==> src/hdl/fast9_pkg.sv <==
`default_nettype none

package fast9_pkg;

  localparam int unsigned RingLen = 16;
  localparam int unsigned RunLen  = 9;
  localparam int unsigned PixBits = 8;
  localparam int unsigned HalfLen = RingLen / 2;
  localparam int unsigned ScoreW  = 12;

  localparam logic [PixBits-1:0] ThrReset = 8'd20;

  // Per ring pixel result of one lane
  typedef struct packed {
    logic [PixBits-1:0] abs_diff;
    logic               bright;
    logic               dark;
  } lane_res_t;

endpackage

`default_nettype wire

==> src/hdl/fast9_lane.sv <==
`default_nettype none

module fast9_lane import fast9_pkg::*; (
  input  wire logic [PixBits-1:0] center_i,
  input  wire logic [PixBits-1:0] pixel_i,
  input  wire logic [PixBits-1:0] thr_i,
  output      lane_res_t          res_o
);

  logic               above;
  logic [PixBits-1:0] mag;

  assign above = pixel_i > center_i;
  assign mag   = above ? (pixel_i - center_i) : (center_i - pixel_i);

  assign res_o.abs_diff = mag;
  assign res_o.bright   = above && (mag > thr_i);
  assign res_o.dark     = (pixel_i < center_i) && (mag > thr_i);

endmodule

`default_nettype wire

==> src/hdl/fast9_merge.sv <==
`default_nettype none

module fast9_merge import fast9_pkg::*; (
  input  wire lane_res_t [RingLen-1:0] lanes_i,
  output      logic                    found_o,
  output      logic [ScoreW-1:0]       score_o
);

  logic [RingLen-1:0]   bright_mask;
  logic [RingLen-1:0]   dark_mask;
  logic [2*RingLen-1:0] bright_twice;
  logic [2*RingLen-1:0] dark_twice;
  logic [RingLen-1:0]   bright_hit;
  logic [RingLen-1:0]   dark_hit;

  logic [PixBits:0]   sum1 [HalfLen];
  logic [PixBits+1:0] sum2 [HalfLen/2];
  logic [PixBits+2:0] sum3 [HalfLen/4];
  logic [ScoreW-1:0]  sum4;

  always_comb begin
    for (int i = 0; i < RingLen; i++) begin
      bright_mask[i] = lanes_i[i].bright;
      dark_mask[i]   = lanes_i[i].dark;
    end
  end

  assign bright_twice = {bright_mask, bright_mask};
  assign dark_twice   = {dark_mask, dark_mask};

  // Circular run check: one window of nine for every start position
  always_comb begin
    for (int s = 0; s < RingLen; s++) begin
      bright_hit[s] = &bright_twice[s +: RunLen];
      dark_hit[s]   = &dark_twice[s +: RunLen];
    end
  end

  // Balanced adder tree over the absolute differences
  always_comb begin
    for (int i = 0; i < HalfLen; i++) begin
      sum1[i] = {1'b0, lanes_i[2*i].abs_diff} + {1'b0, lanes_i[2*i+1].abs_diff};
    end
    for (int i = 0; i < HalfLen/2; i++) begin
      sum2[i] = {1'b0, sum1[2*i]} + {1'b0, sum1[2*i+1]};
    end
    for (int i = 0; i < HalfLen/4; i++) begin
      sum3[i] = {1'b0, sum2[2*i]} + {1'b0, sum2[2*i+1]};
    end
    sum4 = {1'b0, sum3[0]} + {1'b0, sum3[1]};
  end

  assign found_o = (|bright_hit) || (|dark_hit);
  assign score_o = found_o ? sum4 : '0;

endmodule

`default_nettype wire

==> src/hdl/fast9_corner_score_top.sv <==
`default_nettype none

// Channel   Valid          Stall          Payload
// input     in_valid_i     in_stall_o     center_pixel_i, ring_first_half_i,
//                                         ring_second_half_i
// output    out_valid_o    out_stall_i    corner_found_o, corner_score_o
// config    cfg_we_i       (none)         cfg_wdata_i (brightness threshold)
//
// One item per cycle sustained while the output is not stalled; each item is
// registered after the lane compares, then after run check and adder tree.
// Reset empties both stages and loads the threshold with 20.
// An output stall holds the result; an empty stage still accepts, so a
// stall reaches the input only when both stages are full.

module fast9_corner_score_top import fast9_pkg::*; (
  input  wire logic                 clk_i,
  input  wire logic                 rst_ni,
  input  wire logic                 cfg_we_i,
  input  wire logic [PixBits-1:0]   cfg_wdata_i,
  input  wire logic                 in_valid_i,
  output      logic                 in_stall_o,
  input  wire logic [PixBits-1:0]   center_pixel_i,
  input  wire logic [63:0]          ring_first_half_i,
  input  wire logic [63:0]          ring_second_half_i,
  output      logic                 out_valid_o,
  input  wire logic                 out_stall_i,
  output      logic                 corner_found_o,
  output      logic [ScoreW-1:0]    corner_score_o
);

  logic [PixBits-1:0] thr_q;

  lane_res_t [RingLen-1:0] lanes_d, lanes_q;
  logic                    s1_valid_q;
  logic                    s2_valid_q;
  logic                    found_d, found_q;
  logic [ScoreW-1:0]       score_d, score_q;
  logic                    s1_adv;
  logic                    s2_adv;

  always_ff @(posedge clk_i or negedge rst_ni) begin
    if (!rst_ni) begin
      thr_q <= ThrReset;
    end else if (cfg_we_i) begin
      thr_q <= cfg_wdata_i;
    end
  end

  for (genvar i = 0; i < RingLen; i++) begin : g_lane
    logic [PixBits-1:0] pix;
    if (i < HalfLen) begin : g_lo
      assign pix = ring_first_half_i[i*PixBits +: PixBits];
    end else begin : g_hi
      assign pix = ring_second_half_i[(i-HalfLen)*PixBits +: PixBits];
    end

    fast9_lane u_lane (
      .center_i (center_pixel_i),
      .pixel_i  (pix),
      .thr_i    (thr_q),
      .res_o    (lanes_d[i])
    );
  end

  fast9_merge u_merge (
    .lanes_i (lanes_q),
    .found_o (found_d),
    .score_o (score_d)
  );

  // A stage loads when it is empty or its content moves on this cycle
  assign s2_adv     = !s2_valid_q || !out_stall_i;
  assign s1_adv     = !s1_valid_q || s2_adv;
  assign in_stall_o = !s1_adv;

  always_ff @(posedge clk_i or negedge rst_ni) begin
    if (!rst_ni) begin
      s1_valid_q <= 1'b0;
      s2_valid_q <= 1'b0;
    end else begin
      if (s1_adv) begin
        s1_valid_q <= in_valid_i;
      end
      if (s2_adv) begin
        s2_valid_q <= s1_valid_q;
      end
    end
  end

  always_ff @(posedge clk_i) begin
    if (s1_adv && in_valid_i) begin
      lanes_q <= lanes_d;
    end
    if (s2_adv && s1_valid_q) begin
      found_q <= found_d;
      score_q <= score_d;
    end
  end

  assign out_valid_o    = s2_valid_q;
  assign corner_found_o = found_q;
  assign corner_score_o = score_q;

endmodule

`default_nettype wire

==> config.mk <==
export PLATFORM = sky130hd
export DESIGN_NAME = fast9_corner_score_top
export DESIGN_NICKNAME = d
export VERILOG_FILES = /design/src/hdl/fast9_pkg.sv /design/src/hdl/fast9_lane.sv /design/src/hdl/fast9_merge.sv /design/src/hdl/fast9_corner_score_top.sv
export SDC_FILE = /design/constraint.sdc
export NUM_CORES = 1
export LEC_CHECK = 0
export BUFFER_PORTS_ARGS = -buffer_cell sky130_fd_sc_hd__buf_2
export CORE_MARGIN = 8
export CORE_UTILIZATION = 30
export CTS_BUF_LIST = sky130_fd_sc_hd__clkbuf_2
export DETAILED_ROUTE_END_ITERATION = 12
export GPL_ROUTABILITY_DRIVEN = 0
export PLACE_DENSITY = 0.55
export SLEW_MARGIN = 20
export SYNTH_ARGS = -nofsm -noshare
export SYNTH_HDL_FRONTEND = slang
export SYNTH_HIERARCHICAL = 1
export SYNTH_SLANG_ARGS = --single-unit
==> constraint.sdc <==
create_clock -name clk_i -period 7 [get_ports clk_i]
set_clock_uncertainty 0.2 [all_clocks]
set_input_delay 2.1 -clock clk_i [delete_from_list [all_inputs] [get_ports clk_i]]
set_output_delay 2.1 -clock clk_i [all_outputs]
set_load 0.01 [all_outputs]
=== Word level (Yosys, flattened, before mapping) ===
Cells that the tools add are included.

* $add $sub $neg: 47
* $lt $le $gt $ge: 48
* Mux-type cells: 16
* Reduce and logical (&&, ||, !) cells: 75

{| class="wikitable"
|+ Operators with widths
! cell !! count
|-
| $reduce_and A9 Y1 || 32
|-
| $gt A8 B8 Y1 || 32
|-
| $sub A8 B8 Y8 || 32
|-
| $lt A8 B8 Y1 || 16
|-
| $mux W8 || 16
|-
| $add A8 B8 Y9 || 8
|-
| $add A9 B9 Y10 || 4
|-
| $logic_and A1 B1 Y1 || 34
|-
| $reduce_or A16 Y1 || 2
|-
| $add A10 B10 Y11 || 2
|-
| $add A11 B11 Y12 || 1
|-
| $logic_not A1 Y1 || 4
|-
| $logic_or A1 B1 Y1 || 3
|}

* Bits in registers: 183
* Input bits: 149
* Output and inout bits: 15
* Word-level logic and storage cells: 239

=== Logic depth before layout (Yosys ltp) ===
* Depth after elaboration: 4
* Gate-level depth with buffers: 19
* Depth with buffers taken out: 19

=== Modules after synthesis ===
Netlist, hierarchy kept.

{| class="wikitable"
|+ Modules (own cells, without submodules)
! module !! times used !! cells each !! area an instance (µm²) !! seq. area each (µm²)
|-
| fast9_lane at g_lane[0].u_lane ... || 10 || 118 || 898.4 || 0.0
|-
| fast9_corner_score_top || 1 || 198 || 5615.4 || 5447.7
|-
| fast9_merge || 1 || 405 || 3693.5 || 0.0
|-
| fast9_lane at g_lane[2].u_lane ... || 4 || 118 || 897.1 || 0.0
|-
| fast9_lane at g_lane[14].u_lane || 1 || 127 || 996.0 || 0.0
|-
| fast9_lane at g_lane[9].u_lane || 1 || 118 || 892.1 || 0.0
|}

=== Worst setup path after synthesis ===
Ideal clock, no wire load.

* Kind: input-to-reg
* Start: input out_stall_i
* End: register lanes_q[0] (netlist bit) (enable)
* Setup time: 539 ps
* Arrival time: 5881 ps
* Data required time: 6261 ps
* Path slack: 379 ps
* Stages on the path: 2
* Path buffers: 0
* Cell sequence: nand3_1 -> and2_1

* Cells in the longest elaborated chain, start to end: 4

{| class="wikitable"
|+ RTL lines
! what !! line !! source
|-
| start, declared || fast9_corner_score_top.sv:26 || <nowiki>input wire logic out_stall_i,</nowiki>
|-
| $logic_not A1 Y1 || fast9_corner_score_top.sv:72 || <nowiki>assign s2_adv = !s2_valid_q || !out_stall_i;</nowiki>
|-
| $logic_or A1 B1 Y1 || fast9_corner_score_top.sv:72 ||
|-
| $logic_or A1 B1 Y1 || fast9_corner_score_top.sv:73 || <nowiki>assign s1_adv = !s1_valid_q || s2_adv;</nowiki>
|-
| $logic_and A1 B1 Y1 || fast9_corner_score_top.sv:91 || <nowiki>if (s1_adv && in_valid_i) begin</nowiki>
|-
| end signal, assigned || fast9_corner_score_top.sv:92 || <nowiki>lanes_q <= lanes_d;</nowiki>
|-
| end, declared || fast9_corner_score_top.sv:33 || <nowiki>lane_res_t [RingLen-1:0] lanes_d, lanes_q;</nowiki>
|}

Every way passes these cells.
A chain may end at the register's enable or synchronous reset.

=== Final worst setup path ===
* Start: register lanes_q[64] (netlist bit)
* End: register score_q[8], in the netlist corner_score_o[8] (data pin)

* Cells in the longest elaborated chain, start to end: 4

{| class="wikitable"
|+ RTL lines
! what !! line !! source
|-
| $add A8 B8 Y9 || fast9_merge.sv:42 || <nowiki>sum1[i] = {1'b0, lanes_i[2*i].abs_diff} + {1'b0, lanes_i[2*i+1].abs_diff};</nowiki>
|-
| $add A9 B9 Y10 || fast9_merge.sv:45 || <nowiki>sum2[i] = {1'b0, sum1[2*i]} + {1'b0, sum1[2*i+1]};</nowiki>
|-
| $add A10 B10 Y11 || fast9_merge.sv:48 || <nowiki>sum3[i] = {1'b0, sum2[2*i]} + {1'b0, sum2[2*i+1]};</nowiki>
|-
| $add A11 B11 Y12 || fast9_merge.sv:50 || <nowiki>sum4 = {1'b0, sum3[0]} + {1'b0, sum3[1]};</nowiki>
|-
| end signal, assigned || fast9_corner_score_top.sv:96 || <nowiki>score_q <= score_d;</nowiki>
|-
| end, declared || fast9_corner_score_top.sv:37 || <nowiki>logic [ScoreW-1:0] score_d, score_q;</nowiki>
|}

Every way passes these cells.

==> results.md <==
- R2R Path End: corner_score_o[8]$_DFFE_PP_
- Synth Instances: 2500
- Die H: ~300 um
- DRT antenna net count: 0
- Drt wl/cell: 18.4 um
- #FFs+latches synth: 183
- Number of buffers created by CTS: 17
- Hold endpoint: out_valid_o$_DFFE_PN0P_
- Final period utilization: around 85%
- FF-to-FF Start: lanes_q[64]$_DFFE_PP_
- VDD IR-drop max: about 0.0014 V
- Worst Reg-to-Reg Cells: 17
- WS Path Type: flip-flop to flip-flop
- Die span in x: 297 um
- CTS resizes: 0
- Hpwl dp: around 57000 um
- H-tree levels: 4
- Hold Path Class: flip-flop to flip-flop
- FF-to-FF setup slack: roughly 1.1 ns
- Outcome: completed
- PD cells: ~510 mW/mm^2
- Sequential area share after synthesis: 22.9%
- Cell taking the most area after synthesis: edfxtp_1
- Hold path cells: 1
- WP data arrival: approximately 6.5 ns
- Total negative slack: 0 ns
- Endpoint class of the critical path: flip-flop
- Slew Limit Fails: 0
- Clock sinks: 183
- Cts-stage hold buffer count: 0
- Commonest register cell after synthesis: edfxtp_1
- TritonCTS clock tree: done
- DP Area: roughly 0.026 sq mm
- Gr ovfl total: 0
- Final Instance Area: 0.0261 sq mm
- I/O Buffers: 163
- Most frequent cell after synthesis: inv_1
- Syn nets: 3178
- Max-cap violations: 0
- Fmax: around 170 MHz
- Mapped cell area: around 0.024 sq mm
- Largest net degree at the start of global routing: approximately 100
- Synth async-reset ratio: between 5 and 6%
- Vias in the first global route: about 18000
- CTS root buf: clkbuf_2
- RSZ-0062 raised after global routing: no
- EDFF count, synth: roughly 170
- Via count: around 18000
- Setup Buffers After CTS: 0
- Total track usage: ~15%
- Rows: between 100 and 150
- Hold Fails Final Rpt: 0
- Tightest Pin Transition: a little under 0.9 ns
- Min-Delay Startpoint: s1_valid_q$_DFFE_PN0P_
- Nets: 3320
- DR pass1 iterations: 5
- Initial antenna violation count: 6
- Starting density of the core: a little under a third
- Synth area leaders: edfxtp_1 22%, ha_1 20%, fa_1 12%
- Clock Path Buffers: 2
- Final Critical Period: roughly 5.9 ns
- CP max FO: 2
- Cell variety after synth: 63
- IO Pins: about 160
- CP required: between 7 and 8 ns
- Clk_lat worst skew: roughly 1.1 ns
- Area growth, synth to finish: 9.75%
- DRT Wirelength: 68300 um
- Layout cells sized above 1: 13.8%
- 1st-iter DRT viols: between 900 and 1000
- Setup-failing EPs final: 0
- Synth cell count leaders: 612 x inv_1, 389 x ha_1, 173 x edfxtp_1, 160 x a21oi_1, 140 x fa_1
- Leakage: 0.0133 uW
- Yosys top cell area share: a little over a fifth
- Relative slew margins: between 40% and 50%
- Mean post-synth cell area: 9.51 sq um
- DR vias/cell: approximately 4.8
- Startpoint Class: flip-flop
- First-pass GRT wire length: approximately 100000 um
- Die area: about 0.088 sq mm
- Core area: ~0.08 sq mm
- Ys Warns: 6
- Worst-path clk slew: 0.37 ns
- DRC Markers: 0
[state kept, by name (all words and copies together) (netlist names)]
name and flops:
s1_valid_q 1, out_valid_o 1, lanes_q 160, corner_found_o 1, thr_q 8, corner_score_o 12
[cells in the final DEF, fill, tap and decap left out, types with 50 or more instances in the layout]
cell type    n
nand4_1     56
fa_1       140
a21o_1      98
edfxtp_1   173
xor2_1      50
buf_2      163
mux2i_1     81
a21oi_1    160
nand2_1     85
ha_1       389
a31oi_1     51
inv_1      612
a211oi_1    59
[worst max-delay path, cell delays in order (launching register included)]
cell and delay (ns):
edfxtp_1 0.48, fa_1 0.55, inv_1 0.05, fa_1 0.53, inv_1 0.09, fa_1 0.57, fa_1 0.43, fa_1 0.49
inv_1 0.05, fa_1 0.47, inv_1 0.04, ha_1 0.22, fa_1 0.46, a21o_1 0.19, a211oi_1 0.32, o21bai_1 0.14
xnor2_1 0.32, a21oi_1 0.09
[routing by layer]
| layer | part of all wire [%] | wire length, um | vias up | GRT usage (%) |
|---|---|---|---|---|
| met5 | 0.044 | 30 | - | 0 |
| met4 | 2.3 | 1600 | 6 | 4.10 |
| met3 | 3.2 | 2200 | 78 | 2.06 |
| met2 | 48 | 32500 | 303 | 25.8 |
| met1 | 47 | 32000 | 8466 | 20.1 |
| li1 | - | - | 8785 | - |
[cells by family after synthesis]
kind of cell    after synthesis  share of synthesized area [%]
compound gates              545                           16.0
fa+ha+maj                   529                           32.3
mux                         110                           4.97
buf+inv                     679                           11.3
xor+xnor                     98                           3.61
simple gates                356                           8.88
flops                       183                           22.9
[layout make-up]
| type | count | area [sq um] |
|---|---|---|
| diodes | 5 | 12.5 |
| clock buffers | 17 | 85.1 |
| clock inverters | 15 | 201 |
| fillers | 8184 | 52700 |
| inverters | 612 | 2300 |
| multi-input cells | 1638 | 15600 |
| flip-flops and latches | 183 | 5450 |
| well taps | 1050 | 1310 |
| repair buffers | 190 | 1080 |
[how the worst max path moves through the flow]
stage                     slack (ns)  depth (start not counted)                     endpoint                   from
after detailed placement        0.69                         16       lanes_q[100]$_DFFE_PP_      center_pixel_i[0]
after global routing            0.90                         17  corner_score_o[8]$_DFFE_PP_  lanes_q[64]$_DFFE_PP_
after CTS                       1.10                         17  corner_score_o[8]$_DFFE_PP_  lanes_q[64]$_DFFE_PP_
after floorplan                 0.38                          2         lanes_q[0]$_DFFE_PP_            out_stall_i
after global placement          0.68                         16       lanes_q[100]$_DFFE_PP_      center_pixel_i[0]
final                           1.06                         17  corner_score_o[8]$_DFFE_PP_  lanes_q[64]$_DFFE_PP_
[metrics by stage]
stage	hold WS [ns]	total power (uW)	setup slack [ns]	std cells	util, %
after floorplan	0.242	10100	0.379	2500	-
after global placement	0.262	12700	0.682	3673	32.7
after detailed placement	0.267	12600	0.689	3673	32.7
after CTS	0.327	13300	1.10	3705	33.1
after global routing	0.365	14600	0.895	3707	33.1
final	0.340	13400	1.06	3710	33.1
[power breakdown]
group          total, uW  switching [uW]  internal, uW
registers           1550             115          1440
logic              11200            6750          4430
clock network        637             494           143
No activity file was read; power rests on OpenSTA's default activity.
